<file path="config.mk">
export PLATFORM = sky130hd
export DESIGN_NAME = encoder_p_position_controller_core
export DESIGN_NICKNAME = d
export VERILOG_FILES = /design/src/encpc_pkg.sv /design/src/encoder_p_position_controller_core.sv /design/src/encpc_dp.sv /design/src/encpc_ctrl.sv
export SDC_FILE = /design/constraint.sdc
export NUM_CORES = 1
export LEC_CHECK = 0
export ABC_AREA = 1
export BUFFER_PORTS_ARGS = -buffer_cell sky130_fd_sc_hd__buf_2
export CAP_MARGIN = 0
export CORE_UTILIZATION = 59
export CTS_CLUSTER_DIAMETER = 40
export DETAILED_ROUTE_END_ITERATION = 7
export PLACE_DENSITY = 0.79
export SLEW_MARGIN = 20
export SYNTH_ARGS = -nofsm -noshare
export SYNTH_HDL_FRONTEND = slang
export SYNTH_SLANG_ARGS = --single-unit
</file>
<file path="constraint.sdc">
create_clock -name i_clk -period 6.4 [get_ports i_clk]
set_clock_uncertainty 0.2 [all_clocks]
set_input_delay 0.96 -clock i_clk [delete_from_list [all_inputs] [get_ports i_clk]]
set_output_delay 0.96 -clock i_clk [all_outputs]
set_load 0.005 [all_outputs]
</file>
<file path="src/encpc_pkg.sv">
package encpc_pkg;

    localparam int unsigned TICK_W    = 16;
    localparam int unsigned SPAN_W    = 10;
    localparam int unsigned CPR_W     = 16;
    localparam int unsigned TGT_W     = 9;
    localparam int unsigned DRV_W     = 8;
    localparam int unsigned CFG_W     = 16;
    localparam int unsigned CFG_IDX_W = 3;

    // tick * span, signed
    localparam int unsigned PROD_W    = TICK_W + SPAN_W;
    // magnitude of the product, one quotient bit per divider step
    localparam int unsigned MAG_W     = PROD_W - 1;
    localparam int unsigned DIV_STEPS = MAG_W;
    localparam int unsigned CNT_W     = $clog2(DIV_STEPS);
    // target - angle and its product with the gain
    localparam int unsigned ERR_W     = TICK_W + 2;
    localparam int unsigned EPROD_W   = ERR_W + DRV_W + 1;

    localparam logic [DRV_W-1:0]  GAIN_RST  = DRV_W'(5);
    localparam logic [DRV_W-1:0]  MAX_RST   = DRV_W'(255);
    localparam logic [DRV_W-1:0]  MIN_RST   = DRV_W'(100);
    localparam logic [CPR_W-1:0]  CPR_RST   = CPR_W'(2299);
    localparam logic [SPAN_W-1:0] SPAN_RST  = SPAN_W'(359);

    localparam logic signed [TICK_W-1:0] TICK_MAX = {1'b0, {(TICK_W-1){1'b1}}};
    localparam logic signed [TICK_W-1:0] TICK_MIN = {1'b1, {(TICK_W-1){1'b0}}};

    localparam logic KIND_EDGE   = 1'b0;
    localparam logic KIND_TARGET = 1'b1;

    typedef enum logic [CFG_IDX_W-1:0] {
        CFG_GAIN      = 3'd0,
        CFG_MAX_DRIVE = 3'd1,
        CFG_MIN_DRIVE = 3'd2,
        CFG_CPR       = 3'd3,
        CFG_SPAN      = 3'd4
    } t_cfg_idx;

    typedef struct packed {
        logic             kind;
        logic             level_a;
        logic             level_b;
        logic [TGT_W-1:0] target_deg;
    } t_in_item;

    typedef struct packed {
        logic [DRV_W-1:0]         drive_cw;
        logic [DRV_W-1:0]         drive_ccw;
        logic signed [TICK_W-1:0] angle_deg;
        logic                     at_target;
    } t_out_item;

    typedef struct packed {
        logic capture;
        logic mul;
        logic div_init;
        logic div_step;
        logic angle_load;
        logic err_load;
        logic out_load;
    } t_cmd;

endpackage

</file>
<file path="src/encoder_p_position_controller_core.sv">
// Proportional position controller for a quadrature encoder. Each input transaction is
// either an encoder A-edge (kind 0) or a new target angle (kind 1), and each gives one
// result transaction with the drive duty for both directions, the angle and an at-target
// flag. For an edge, the angle is ticks * degree_span / counts_per_rev, found by a
// restoring divider that retires one quotient bit per cycle; the product, divider
// set-up, divider steps, angle, error and output steps run in that order. A target update
// skips the product and divider and runs only the error and output steps. One transaction
// is in work at a time; a finished result waits in an output register while the next
// transaction is accepted. Configuration writes apply at once and belong to idle time;
// degree_span and counts_per_rev change the angle only at the next edge.
module encoder_p_position_controller_core import encpc_pkg::*; (
    input  logic                 i_clk,
    input  logic                 i_rst_n,
    input  logic                 i_cfg_we,
    input  logic [CFG_IDX_W-1:0] i_cfg_idx,
    input  logic [CFG_W-1:0]     i_cfg_data,
    input  logic                 i_in_valid,
    output logic                 o_in_stall,
    input  t_in_item             i_in_data,
    output logic                 o_out_valid,
    input  logic                 i_out_stall,
    output t_out_item            o_out_data
);

    t_cmd w_cmd;

    encpc_ctrl u_ctrl (
        .i_clk       (i_clk),
        .i_rst_n     (i_rst_n),
        .i_in_valid  (i_in_valid),
        .i_in_kind   (i_in_data.kind),
        .o_in_stall  (o_in_stall),
        .o_out_valid (o_out_valid),
        .i_out_stall (i_out_stall),
        .o_cmd       (w_cmd)
    );

    encpc_dp u_dp (
        .i_clk      (i_clk),
        .i_rst_n    (i_rst_n),
        .i_cfg_we   (i_cfg_we),
        .i_cfg_idx  (i_cfg_idx),
        .i_cfg_data (i_cfg_data),
        .i_in_data  (i_in_data),
        .i_cmd      (w_cmd),
        .o_out_data (o_out_data)
    );

endmodule

</file>
<file path="src/encpc_dp.sv">
module encpc_dp import encpc_pkg::*; (
    input  logic                 i_clk,
    input  logic                 i_rst_n,
    input  logic                 i_cfg_we,
    input  logic [CFG_IDX_W-1:0] i_cfg_idx,
    input  logic [CFG_W-1:0]     i_cfg_data,
    input  t_in_item             i_in_data,
    input  t_cmd                 i_cmd,
    output t_out_item            o_out_data
);

    logic [DRV_W-1:0]  r_gain, r_max, r_min;
    logic [CPR_W-1:0]  r_cpr;
    logic [SPAN_W-1:0] r_span;

    logic signed [TICK_W-1:0] r_tick;
    logic signed [TICK_W-1:0] r_angle;
    logic [TGT_W-1:0]         r_target;

    logic signed [PROD_W-1:0]  r_prod;
    logic                      r_neg;
    logic [CPR_W-1:0]          r_divisor;
    logic [CPR_W-1:0]          r_rem;
    logic [MAG_W-1:0]          r_quo;
    logic signed [EPROD_W-1:0] r_eprod;
    logic                      r_err_zero;
    t_out_item                 r_out;

    logic signed [TICK_W-1:0]  n_tick;
    logic signed [PROD_W-1:0]  n_prod;
    logic [PROD_W-1:0]         n_mag;
    logic [CPR_W:0]            n_rem_sh;
    logic                      n_ge;
    logic [CPR_W:0]            n_diff;
    logic signed [TICK_W-1:0]  n_angle;
    logic signed [ERR_W-1:0]   n_err;
    logic signed [EPROD_W-1:0] n_eprod;
    logic signed [EPROD_W-1:0] n_lim;
    logic [EPROD_W-1:0]        n_abs;
    logic                      n_dir_ccw;
    logic [DRV_W-1:0]          n_mag_drv;
    logic [DRV_W-1:0]          n_boost;
    t_out_item                 n_out;

    // saturating tick step
    always_comb begin
        n_tick = r_tick;
        if (i_in_data.level_a != i_in_data.level_b) begin
            if (r_tick != TICK_MAX) n_tick = r_tick + TICK_W'(1);
        end else begin
            if (r_tick != TICK_MIN) n_tick = r_tick - TICK_W'(1);
        end
    end

    always_comb begin
        n_prod   = PROD_W'(r_tick) * PROD_W'($signed({1'b0, r_span}));
        n_mag    = r_prod[PROD_W-1] ? PROD_W'(-r_prod) : PROD_W'(r_prod);
        n_rem_sh = {r_rem, r_quo[MAG_W-1]};
        n_ge     = n_rem_sh >= {1'b0, r_divisor};
        n_diff   = n_rem_sh - {1'b0, r_divisor};
    end

    // truncated quotient, saturated to 16 bits
    always_comb begin
        if (|r_quo[MAG_W-1:TICK_W-1]) begin
            n_angle = r_neg ? TICK_MIN : TICK_MAX;
        end else begin
            n_angle = r_neg ? -$signed(r_quo[TICK_W-1:0]) : $signed(r_quo[TICK_W-1:0]);
        end
    end

    always_comb begin
        n_err   = $signed({{(ERR_W-TGT_W){1'b0}}, r_target}) - ERR_W'(r_angle);
        n_eprod = EPROD_W'(n_err) * EPROD_W'($signed({1'b0, r_gain}));
    end

    // clamp to +/- max, then lift to min; a zero clamp counts as clockwise
    always_comb begin
        n_lim     = $signed({{(EPROD_W-DRV_W){1'b0}}, r_max});
        n_abs     = r_eprod[EPROD_W-1] ? EPROD_W'(-r_eprod) : EPROD_W'(r_eprod);
        n_dir_ccw = 1'b0;
        n_mag_drv = r_max;
        if (r_eprod > n_lim) begin
            n_dir_ccw = 1'b0;
            n_mag_drv = r_max;
        end else if (r_eprod < -n_lim) begin
            n_dir_ccw = (r_max != '0);
            n_mag_drv = r_max;
        end else begin
            n_dir_ccw = r_eprod[EPROD_W-1];
            n_mag_drv = n_abs[DRV_W-1:0];
        end
        n_boost = (n_mag_drv < r_min) ? r_min : n_mag_drv;

        n_out.angle_deg = r_angle;
        n_out.at_target = r_err_zero;
        n_out.drive_cw  = '0;
        n_out.drive_ccw = '0;
        if (!r_err_zero) begin
            if (n_dir_ccw) n_out.drive_ccw = n_boost;
            else           n_out.drive_cw  = n_boost;
        end
    end

    always_ff @(posedge i_clk) begin
        if (!i_rst_n) begin
            r_gain   <= GAIN_RST;
            r_max    <= MAX_RST;
            r_min    <= MIN_RST;
            r_cpr    <= CPR_RST;
            r_span   <= SPAN_RST;
            r_tick   <= '0;
            r_angle  <= '0;
            r_target <= '0;
        end else begin
            if (i_cfg_we) begin
                case (i_cfg_idx)
                    CFG_GAIN:      r_gain <= i_cfg_data[DRV_W-1:0];
                    CFG_MAX_DRIVE: r_max  <= i_cfg_data[DRV_W-1:0];
                    CFG_MIN_DRIVE: r_min  <= i_cfg_data[DRV_W-1:0];
                    CFG_CPR:       r_cpr  <= i_cfg_data[CPR_W-1:0];
                    CFG_SPAN:      r_span <= i_cfg_data[SPAN_W-1:0];
                    default: begin
                    end
                endcase
            end
            if (i_cmd.capture) begin
                if (i_in_data.kind == KIND_EDGE) r_tick <= n_tick;
                else                             r_target <= i_in_data.target_deg;
            end
            if (i_cmd.angle_load) r_angle <= n_angle;
        end
    end

    always_ff @(posedge i_clk) begin
        if (i_cmd.mul) r_prod <= n_prod;
        if (i_cmd.div_init) begin
            r_neg     <= r_prod[PROD_W-1];
            r_quo     <= n_mag[MAG_W-1:0];
            r_rem     <= '0;
            r_divisor <= (r_cpr == '0) ? CPR_W'(1) : r_cpr;
        end
        if (i_cmd.div_step) begin
            r_rem <= n_ge ? n_diff[CPR_W-1:0] : n_rem_sh[CPR_W-1:0];
            r_quo <= {r_quo[MAG_W-2:0], n_ge};
        end
        if (i_cmd.err_load) begin
            r_eprod    <= n_eprod;
            r_err_zero <= (n_err == '0);
        end
        if (i_cmd.out_load) r_out <= n_out;
    end

    assign o_out_data = r_out;

endmodule

</file>
<file path="src/encpc_ctrl.sv">
module encpc_ctrl import encpc_pkg::*; (
    input  logic i_clk,
    input  logic i_rst_n,
    input  logic i_in_valid,
    input  logic i_in_kind,
    output logic o_in_stall,
    output logic o_out_valid,
    input  logic i_out_stall,
    output t_cmd o_cmd
);

    typedef enum logic [2:0] {
        S_IDLE,
        S_MUL,
        S_DIV_INIT,
        S_DIV,
        S_ANGLE,
        S_ERR,
        S_FIN
    } t_state;

    t_state           r_state;
    logic [CNT_W-1:0] r_cnt;
    logic             r_out_valid;
    logic             n_out_valid;
    logic             n_in_accept;
    logic             n_out_free;
    logic             n_last_step;

    assign o_in_stall  = (r_state != S_IDLE);
    assign o_out_valid = r_out_valid;
    assign n_in_accept = i_in_valid && (r_state == S_IDLE);
    assign n_out_free  = !r_out_valid || !i_out_stall;
    assign n_last_step = (r_cnt == CNT_W'(DIV_STEPS - 1));
    // a held result stays until taken; a new one replaces it in the same cycle
    assign n_out_valid = ((r_state == S_FIN) && n_out_free) || (r_out_valid && i_out_stall);

    always_comb begin
        o_cmd            = '0;
        o_cmd.capture    = n_in_accept;
        o_cmd.mul        = (r_state == S_MUL);
        o_cmd.div_init   = (r_state == S_DIV_INIT);
        o_cmd.div_step   = (r_state == S_DIV);
        o_cmd.angle_load = (r_state == S_ANGLE);
        o_cmd.err_load   = (r_state == S_ERR);
        o_cmd.out_load   = (r_state == S_FIN) && n_out_free;
    end

    always_ff @(posedge i_clk) begin
        if (!i_rst_n) begin
            r_state     <= S_IDLE;
            r_cnt       <= '0;
            r_out_valid <= 1'b0;
        end else begin
            r_out_valid <= n_out_valid;
            unique case (r_state)
                S_IDLE: begin
                    if (n_in_accept) r_state <= (i_in_kind == KIND_EDGE) ? S_MUL : S_ERR;
                end
                S_MUL: begin
                    r_state <= S_DIV_INIT;
                end
                S_DIV_INIT: begin
                    r_cnt   <= '0;
                    r_state <= S_DIV;
                end
                S_DIV: begin
                    r_cnt <= r_cnt + CNT_W'(1);
                    if (n_last_step) r_state <= S_ANGLE;
                end
                S_ANGLE: begin
                    r_state <= S_ERR;
                end
                S_ERR: begin
                    r_state <= S_FIN;
                end
                S_FIN: begin
                    if (n_out_free) r_state <= S_IDLE;
                end
                default: begin
                    r_state <= S_IDLE;
                end
            endcase
        end
    end

`ifndef NO_ASSERTIONS
    a_cnt_range: assert property (@(posedge i_clk) disable iff (!i_rst_n)
        (r_state == S_DIV) |-> (r_cnt <= CNT_W'(DIV_STEPS - 1)))
        else $error("divider step count out of range");

    a_accept_busy: assert property (@(posedge i_clk) disable iff (!i_rst_n)
        n_in_accept |=> o_in_stall)
        else $error("controller still idle after taking a transaction");

    a_no_overwrite: assert property (@(posedge i_clk) disable iff (!i_rst_n)
        o_cmd.out_load |-> (!r_out_valid || !i_out_stall))
        else $error("result register overwritten while held");

    a_load_shows: assert property (@(posedge i_clk) disable iff (!i_rst_n)
        o_cmd.out_load |=> o_out_valid)
        else $error("loaded result not presented");

    a_one_cmd: assert property (@(posedge i_clk) disable iff (!i_rst_n)
        $onehot0({o_cmd.mul, o_cmd.div_init, o_cmd.div_step, o_cmd.angle_load,
                  o_cmd.err_load, o_cmd.out_load, o_cmd.capture}))
        else $error("more than one datapath command at once");
`endif

endmodule
</file>
== Word level (Yosys, flattened, before mapping) ==
Cells that the tools add are included.
Widths: inputs -> output; s select.

* RAM bits: 0
* Bits in latches: 0
* Word-level logic and storage cells: 107
* ROM bits: 0
* Flip-flop bits (word level): 245
* Memories: 0

* Bitwise logic cells: 2
* Multiply operators: 2
* $add $sub $neg: 9
* Order comparisons: 4
* Eq/ne operators: 18
* Reductions and logical operators: 26
* Mux-type cells: 24
* Shift operators: 0
* Div/mod/pow operators: 0

{| class="wikitable"
|+ Operator list
! operator !! number
|-
| $mux 16 || 9
|-
| $mux 25 || 3
|-
| $mux 8 || 4
|-
| $ne 16x16->1 const B || 2
|-
| $gt 27x9->1 || 1
|-
| $lt 27x27->1 || 1
|-
| $neg 8->27 || 1
|-
| $mul 16x11->26 || 1
|-
| $mul 17x9->26 || 1
|-
| $neg 25->25 || 1
|-
| $pmux 3 s7 || 1
|-
| $logic_not 18->1 || 1
|-
| $ge 17x16->1 || 1
|-
| $sub 10x16->17 || 1
|-
| $add 16x2->16 const B || 1
|-
| $logic_not 16->1 || 1
|-
| $neg 16->16 || 1
|-
| $sub 16x16->16 || 1
|-
| $sub 16x2->16 const B || 1
|-
| $eq 3x2->1 const B || 4
|-
| $eq 3x3->1 const B || 4
|-
| $mux 3 || 4
|-
| $reduce_and 2->1 || 6
|-
| $pmux 5 s2 || 1
|-
| other kinds (21) || 33
|}

== Longest topological paths before layout ==
Gate-level depths: netlist of run 1.

* Word-level depth: 6
* Gate-level depth with buffers: 35
* Gate-level depth less buffers: 35

== By module ==
Synthesis of run 1 repeated with hierarchy kept, for this count alone.

* Cells, all modules: 2912
* Area, all modules: 23892.9 um^2

{| class="wikitable"
|+ Modules (own cells, without submodules)
! module !! area each (um^2) !! cells an instance !! instances
|-
| encpc_dp || 23342.4 || 2827 || 1
|-
| encpc_ctrl || 550.5 || 85 || 1
|}

== Worst setup path after synthesis of run 1 ==
No wires, ideal clock.

* Path kind: reg2reg
* Start: reg u_dp.r_target[0]
* End: reg u_dp.r_eprod[25], data pin
* Slack: 276 ps
* Data required time: 5932 ps
* Setup time: 268 ps
* Stages on the path, launching flop included: 28
* Path buffers: 0
* Arrival: 5657 ps
* Cells stage by stage: dfxtp_1 inv_1 ha_1 fa_1 o21ai_2 a21oi_2 o21ai_2 a21oi_1 nor2_1 inv_1 o21ai_0 nand2_1 inv_1 nand2_1 fa_1 inv_1 fa_1 fa_1 inv_1 fa_1 inv_1 ha_1 a21oi_1 nor2_1 a211oi_1 o2111ai_1 a21oi_1 xnor3_1

* Word-level cells in the longest chain between the ends: 2

{| class="wikitable"
|+ RTL lines
! element !! RTL line !! RTL
|-
| start, declared || encpc_dp.sv:18 || <nowiki>logic [TGT_W-1:0] r_target;</nowiki>
|-
| start signal, assigned || encpc_dp.sv:129 || <nowiki>else r_target <= i_in_data.target_deg;</nowiki>
|-
| $sub 10x16->17 || encpc_dp.sv:73 || <nowiki>n_err = $signed({{(ERR_W-TGT_W){1'b0}}, r_target}) - ERR_W'(r_angle);</nowiki>
|-
| $mul 17x9->26 || encpc_dp.sv:74 || <nowiki>n_eprod = EPROD_W'(n_err) * EPROD_W'($signed({1'b0, r_gain}));</nowiki>
|-
| via u_dp.n_eprod[25] || encpc_dp.sv:37 || <nowiki>logic signed [EPROD_W-1:0] n_eprod;</nowiki>
|-
| end signal, assigned || encpc_dp.sv:148 || <nowiki>r_eprod <= n_eprod;</nowiki>
|-
| end, declared || encpc_dp.sv:25 || <nowiki>logic signed [EPROD_W-1:0] r_eprod;</nowiki>
|}

The timed path passes the listed nets, and every way through them passes these cells.
A chain may end at the register's enable or synchronous reset.

== Worst setup path after layout of run 1 ==
* Start: reg u_dp.r_target[0]
* End: reg u_dp.r_eprod[24], data pin

Same word-level chain as after synthesis.

==> results.md, run 1 <==
* Final Hold Fails at 0
* Skew-Pair Late Insertion Delay at 0.55 ns
* Violated checks: design-rule violations
* Ys Warns at 0
* Reg2reg setup slack at around 0.13 ns
* Crit path max-delay family: adder cells
* Reg2Reg Depth at 27
* # DRC at 2
* Vias in the first global route at a little under 20000
* Cell Rows at 73
* Critical Path Sink Type: flip-flop
* Cells on Worst Hold Path at 0
* Layout net count at approximately 3400
* Top FF cell, synth: edfxtp_1
* F_max at between 150 and 200 MHz
* Reg2reg start: u_dp.r_target[0]$_SDFFE_PN0P_
* Clock sink total at around 240
* Final max-slew violation count at 0
* Worst endpoint required time at around 6.5 ns
* Cts bufs inserted at 38
* I/O pin count at 71
* Fin area at approximately 27000 um2
* Initial antenna violation count at 0
* Die Span Y at approximately 200 um
* Syn Area/Cell at roughly 8.3 um2
* Met3 Resource Use GR at around 4.3%
* Slew @ Worst Pin at 1.070 ns
* WHS at 0.2483 ns
* CTS tree: built
* Layout Utilization at between 60% and 70%
* Mapped Cells at about 2900
* Die ar. at 41090 um2
* Async set or reset register ratio after synthesis at 0%
* Hold crit path type: flip-flop to flip-flop
* CORE AREA at ~40000 um2
* Outcome: complete, but fails checks
* Number of vias per cell at 5.564
* Reg-to-reg critical path endpoint: u_dp.r_eprod[24]$_DFFE_PP_
* Crit path buffers/inverters at 7
* Clock transition at the registers of the reported paths at around 0.06 ns
* RePlAce Congestion at 0.9334
* Via Count at approximately 19000
* IO buf count at 70
* Met1 Use GR at a little under two fifths
* Critical Path Max Stage Delay at between 0.5 and 0.6 ns
* Sequential share of the synthesized area at about a quarter
* Max cap viols at 0
* CP max stage cell: fa_1
* Mapped Area at 23770 um2
* Final antenna-violating net count at 0
* CTS Root Buffer Type: clkbuf_16
* DP Wirelength at approximately 44 mm
* Final Cycle Share at 98.02%
* Clock Path Buffers at 3
* Chip width at about 200 um
* GRT Resource Usage Total at 28.16%
* # fillers at around 3100
* Critical path class: flip-flop to flip-flop
* Largest net degree at the start of global routing at 81
* Layout area overhead at 12.50%
* H-Tree Depth at 2
* Initial core utilization at 59.81%
* GR Overflow Total at 0
* Netlist cell types at 55
* Global-route wire length before repair at ~93 mm
* Antenna diode count at 0
* Cell with the most instances on the worst path: inv_1
* Unrepaired setup endpoints after global routing: true
* Number of synthesized register bits at about 240
* Post-synth EDFFs at ~140
* Gr busiest metal: met2
* HP Start: u_dp.r_cpr[9]$_SDFFE_PN0P_
* CP Max Fanout at 5
* WP data arrival at 6.35 ns
* Area after DPL at approximately 25000 um2
* Final setup viols at 0
* Post-Syn Nets at about 3400
* First-pass DRT Iterations at 8
* Routed len/inst at between 15 and 20 um
* Routed WL at 57.88 mm
* DR iter-0 viols at about 1700
* Setup crit start: u_dp.r_target[0]$_SDFFE_PN0P_
* Met2 usage at between 40 and 50%
* Max-slew headroom at 28.44%
* Startpoint types: flip-flop
* Layout cells sized above 1 at 10.79%
* Hold EP: u_dp.r_divisor[9]$_SDFFCE_PN0P_
* Cts hold-fix bufs at 0
* Min cycle time layout at approximately 6.3 ns
==> stage by stage <==
stage | instances | setup slack [ns] | setup TNS (ns)
2_1_floorplan | 2863 | 0.2757 | 0
3_3_place_gp | 3417 | 0.08412 | 0
3_5_place_dp | 3417 | -0.1367 | -0.2089
4_1_cts | 3487 | 0.007990 | 0
5_1_grt | 3500 | -0.1309 | -0.5407
6_report | 3500 | 0.1269 | 0
==> layout by cell type, fill, tap and decap left out, types with 71 or more instances in the layout <==
cell / instances
inv_1: 592
nand2_1: 518
fa_1: 249
nor2_1: 208
ha_1: 187
a21oi_1: 155
edfxtp_1: 144
o21ai_0: 135
dfxtp_1: 98
xor2_1: 76
nand3_1: 73
buf_4: 71
==> layout make-up <==
cell class                      count  area, um2  share of cell area (%)
Timing Repair Buffer              143      914.6                   3.421
Tap cell                          525      656.9                   2.457
Inverter                          608       2287                   8.555
Clock inverter                     26      335.3                   1.254
Clock buffer                       44       1026                   3.838
Multi-Input combinational cell   1910      15180                   56.80
Sequential cell                   244       6331                   23.68
==> worst register-to-register path: cells and delay by family, from the launching register on <==
kind                     cells  cell delay (ns)
AO/OA/AOI/OAI                8             1.39
XOR/XNOR                     1             0.15
adder cells (fa/ha/maj)      7             2.93
buffers and inverters        7             0.57
flip-flops                   1             0.31
AND/OR/NAND/NOR              4             0.45
==> synth_stat cells, drive strengths merged, types with 8 or more instances <==
library cell | instances | area [um2]
nor3 | 31 | 160.1
inv | 601 | 2256
nand2 | 537 | 2038
nor2 | 224 | 850.8
nand4 | 21 | 137.6
xnor2 | 50 | 437.9
xor2 | 79 | 691.9
o21ai | 155 | 798.3
or2 | 11 | 68.82
o211ai | 25 | 187.7
a221oi | 9 | 78.83
fa | 250 | 5005
clkbuf | 96 | 360.4
ha | 201 | 2515
a21oi | 168 | 855.8
nor4 | 20 | 125.1
dfxtp | 100 | 2002
edfxtp | 144 | 4324
nand3 | 74 | 375.4
a21o | 8 | 60.06
==> worst max path at each step <==
stage | endpoint | slack [ns] | depth (start not counted)
CTS | u_dp.r_eprod[25]$_DFFE_PP_ | 0.008 | 26
global placement | u_dp.r_eprod[22]$_DFFE_PP_ | 0.08 | 27
finish | u_dp.r_eprod[24]$_DFFE_PP_ | 0.13 | 27
detailed placement | u_dp.r_eprod[25]$_DFFE_PP_ | -0.14 | 33
floorplan | u_dp.r_eprod[25]$_DFFE_PP_ | 0.28 | 27
global route | u_dp.r_eprod[22]$_DFFE_PP_ | -0.13 | 28
==> flip-flops by register name, summed over array words and instances, names as in the netlist, 8 cells and up <==
name             cells
u_dp.r_quo          25
u_dp.r_max           8
u_dp.r_rem          16
u_dp.r_tick         16
u_dp.r_min           8
u_dp.r_cpr          16
u_dp.r_divisor      16
u_dp.r_eprod        26
u_dp.r_span         10
u_dp.r_gain          8
u_dp.o_out_data     33
u_dp.r_prod         26
u_dp.r_target        9
u_dp.r_angle        16
==> logic make-up (layout without fill, tap and decap cells) <==
group | after synthesis | in the layout | share of synthesized area (%)
AO/OA/AOI/OAI | 401 | 401 | 9.524
adder cells (fa/ha/maj) | 451 | 451 | 31.64
XOR/XNOR | 130 | 130 | 4.849
AND/OR/NAND/NOR | 928 | 928 | 16.09
flip-flops | 244 | 244 | 26.62
buffers and inverters | 709 | 821 | 11.27
==> per-layer routing <==
metal / share of wire (%) / vias up
met1: 41 / 9403
met3: 7.6 / 141
met2: 49 / 778
li1: - / 9153
met5: 0 / -
met4: 3.4 / 0
==> what timing repair did <==
action,in CTS,in global routing
setup endpoints to repair,4,11
pin swaps,3,38
setup buffers,0,12
gates resized for setup,15,81
Power of run 1 is not shown: default switching activity piles up to over one toggle a cycle in this logic, so the estimate is an artifact.
==> run 2, diff against run 1 <==
--- a/config.mk
+++ b/config.mk
@@ -5,13 +5,14 @@
 export SDC_FILE = /design/constraint.sdc
 export NUM_CORES = 1
 export LEC_CHECK = 0
-export ABC_AREA = 1
+export ABC_CLOCK_PERIOD_IN_PS = 6400
 export BUFFER_PORTS_ARGS = -buffer_cell sky130_fd_sc_hd__buf_2
 export CAP_MARGIN = 0
 export CORE_UTILIZATION = 59
 export CTS_CLUSTER_DIAMETER = 40
 export DETAILED_ROUTE_END_ITERATION = 7
 export PLACE_DENSITY = 0.79
+export REMOVE_ABC_BUFFERS = 1
 export SLEW_MARGIN = 20
 export SYNTH_ARGS = -nofsm -noshare
 export SYNTH_HDL_FRONTEND = slang
==> run 2 against run 1 <==
The flow finishes with violations (negative setup slack). Die area grew 0.44%. Core utilization increased by 1.2 points. Final cell count is 6.8% lower. Critical path depth stayed put. Worst hold slack gained 0.022 ns. Global-route usage grew 0.53 points.
==> results.md, run 2 <==
* Outcome: complete, but fails checks
* Violated checks: negative setup slack
* F_max at 151.3 MHz (-5.1%)
* Multi-input gate area at 16250 um2 (+7.0%)
* Hold crit path type: flip-flop to flip-flop
* Unrepaired setup endpoints after global routing: true
* Crit path buffers/inverters at 5 (-2)
* Max reg flops at 33 (unchanged)
* Cells on Worst Hold Path at 0 (unchanged)
* Max-slew headroom at 30.34% (+1.9 points)
* Area after DPL at 25370 um2 (+2.0%)
* Cts hold-fix bufs at 0 (unchanged)
* Clock sink total at 244 (unchanged)
* Hold EP: u_dp.r_divisor[1]$_SDFFCE_PN0P_
* Syn Area/Cell at 9.292 um2 (+12%)
* Skew-Pair Late Insertion Delay at 0.56 ns (about the same)
* Initial core utilization at 59.94% (+0.13 points)
* Worst Setup Slack post-DPL at -0.7879 ns (-0.6512 ns)
* CTS tree: built
* Final Cycle Share at 103.3% (+5.2 points)
* Most numerous cell in the Yosys netlist: inv_1
* Cts bufs inserted at 39 (+2.6%)
* CORE AREA at 39820 um2 (+0.23%)
* Largest net degree at the start of global routing at 106 (+31%)
* H-Tree Depth at 2 (unchanged)
* CP max stage cell: fa_1
* # fillers at 2969 (-2.8%)
* Number of synthesized register bits at 244 (unchanged)
* Simple-gate share of the synthesized area at 17.42% (+1.3 points)
* Mux contribution to synthesized area at 1.887% (+1.9 points)
* WP data arrival at 6.69 ns (+0.34 ns)
* Routed WL at 58.03 mm (+0.26%)
* Post-synth EDFFs at 144 (unchanged)
* Async set or reset register ratio after synthesis at 0% (unchanged)
* Startpoint types: flip-flop
* Critical Path Max Stage Delay at 0.55 ns (+0.02 ns)
* DP Wirelength at 43.11 mm (-2.2%)
* Final antenna-violating net count at 0 (unchanged)
* Critical path class: flip-flop to flip-flop
* Min cycle time layout at 6.608 ns (+0.3354 ns)
* Cell Rows at 73 (unchanged)
* # DRC at 0 (-2)
* Top FF cell, synth: edfxtp_1
* Routed len/inst at 17.79 um (+7.6%)
* I/O pin count at 71 (unchanged)
* Layout net count at 3193 (-7.0%)
* Maximum vdd drop at 0.6406 mV
* Die Span Y at 203.1 um (+0.22%)
* Fin area at 27290 um2 (+2.1%)
* Number of vias per cell at 5.742 (+3.2%)
* CTS Root Buffer Type: clkbuf_16
* Max cap viols at 0 (unchanged)
* Setup WS post-layout at -0.2085 ns (-0.3354 ns)
* Placed cells at 3175 (-7.1%)
* Mapped Area at 23870 um2 (+0.45%)
* Ys Warns at 0 (unchanged)
* Die ar. at 41270 um2 (+0.44%)
* HP Start: u_dp.r_cpr[1]$_SDFFE_PN1P_
* Register area at 6336 um2 (about the same)
* Most frequent cells after synthesis: inv_1, nand2_1, fa_1
* Reg-to-reg critical path endpoint: u_dp.r_eprod[25]$_DFFE_PP_
* DR iter-0 viols at 1470 (-12%)
* Ranking of synthesized cells by area: fa_1, edfxtp_1, ha_1
* Reg2reg setup slack at -0.21 ns (-0.34 ns)
* Initial antenna violation count at 2 (+2)
* Vias in the first global route at 19433 (+0.11%)
* Slew @ Worst Pin at 1.045 ns (-0.02467 ns)
* Netlist cell types at 68 (+24%)
* Final Hold Fails at 0 (unchanged)
* Main combinational cell family by area after synthesis: adder cells
* IO buf count at 70 (unchanged)
* Chip width at 203.1 um (+0.22%)
* Adder-Cell Fraction of Synth Area at 31.50% (-0.14 points)
* Crit path max-delay family: adder cells
* Most common cell after layout, fill and taps aside: inv_1
* Mapped Cells at 2569 (-10%)
* Clock Path Buffers at 3 (unchanged)
* Area share of the largest cell type after synthesis at 20.97% (-0.094 points)
* Layout cells sized above 1 at 13.53% (+2.7 points)
* Leak at 12.37 nW
* Worst endpoint required time at 6.48 ns (about the same)
* Total power at roughly 13 mW
* Via Count at 18730 (-3.8%)
* Global-route wire length before repair at 95.16 mm (+1.9%)
* PD cells at 477.3 nW/um2
* GR Overflow Total at 0 (unchanged)
* Final max-slew violation count at 0 (unchanged)
* RePlAce Congestion at 0.8865 (-5.0%)
* Setup TNS Final at -0.5148 ns (-0.5148 ns)
* Xor and xnor area share after synthesis at 4.770% (-0.079 points)
* GRT Resource Usage Total at 28.68% (+0.53 points)
* First-pass DRT Iterations at 7 (-1)
* CP Max Fanout at 3 (-2)
* Most frequent cells in the layout: inv_1, nand2_1, fa_1, ha_1, and2_1
* Reg2reg start: u_dp.r_angle[5]$_SDFFE_PN0P_
* Layout area overhead at 14.33%
* Reg2Reg Depth at 27 (unchanged)
* Fraction of the mapped netlist area in compound gates at 10.33% (+0.80 points)
* Cell with the most instances on the worst path: fa_1
* Sequential share of the synthesized area at 26.50% (-0.12 points)
* Critical Path Sink Type: flip-flop
* Clock transition at the registers of the reported paths at 0.06 ns (about the same)
* Fin cells at 3262 (-6.8%)
* Final setup viols at 4 (+4)
* Area leader, netlist: fa_1
==> run 2: layout make-up <==
class                      count  share of cell area [%]
clock inverter                25                  0.9719
tap                          525                   2.407
clock buffer                  45                   3.736
multi-input combinational   1842                   59.54
sequential                   244                   23.22
timing repair buffer         200                   4.901
inverter                     379                   5.212
antenna                        2                 0.01834
==> run 2: cell families (layout without fill, tap and decap cells) <==
kind of cell	Yosys count	after routing
other	0	2
multiplexers	45	45
flip-flops	244	244
buffers and inverters	483	649
AO/OA/AOI/OAI	374	374
XOR/XNOR	130	130
adder cells (fa/ha/maj)	451	451
AND/OR/NAND/NOR	842	842
==> run 2: metrics by stage <==
stage	util, %	hold slack (ns)
6_report	68.53	0.2702
5_1_grt	68.53	0.2931
4_1_cts	67.57	0.2653
3_5_place_dp	63.70	0.2538
3_3_place_gp	63.70	0.2569
2_1_floorplan	-	0.2300
==> run 2: where the power goes <==
| group | internal (mW) | switching, mW | leakage, nW |
|---|---|---|---|
| clock | 1.29 | 0.806 | 0.626 |
| sequential | 2.18 | 0.228 | 2.14 |
| combinational | 3.99 | 4.54 | 9.60 |
==> run 2: worst max path at each step <==
stage / from / end / slack, ns / depth (start not counted)
finish: u_dp.r_angle[5]$_SDFFE_PN0P_ / u_dp.r_eprod[25]$_DFFE_PP_ / -0.21 / 27
global route: u_dp.r_angle[5]$_SDFFE_PN0P_ / u_dp.r_eprod[25]$_DFFE_PP_ / -0.49 / 27
CTS: u_dp.r_target[0]$_SDFFE_PN0P_ / u_dp.r_eprod[25]$_DFFE_PP_ / -0.29 / 28
detailed placement: u_dp.r_target[0]$_SDFFE_PN0P_ / u_dp.r_eprod[25]$_DFFE_PP_ / -0.79 / 28
global placement: u_dp.r_target[0]$_SDFFE_PN0P_ / u_dp.r_eprod[25]$_DFFE_PP_ / -0.60 / 28
floorplan: u_dp.r_target[0]$_SDFFE_PN0P_ / u_dp.r_eprod[25]$_DFFE_PP_ / -0.32 / 27
==> run 2: repair_timing <==
action	CTS	global route
pin swaps	36	53
gates resized for setup	52	63
endpoints found under the setup margin	11	30
buffers inserted	3	13
==> run 2: per-layer routing <==
metal  track usage (%)  share of wire (%)  wire [um]  vias to the layer above
li1                  -                  -          -                     8734
met1             37.14                 42      24460                     9238
met2             48.95                 49      28290                      628
met3             4.314                6.3       3635                      130
met4             10.18                2.8       1645                        0
met5                 0                  0          0                        -
Power figures use the tool's default switching activity.
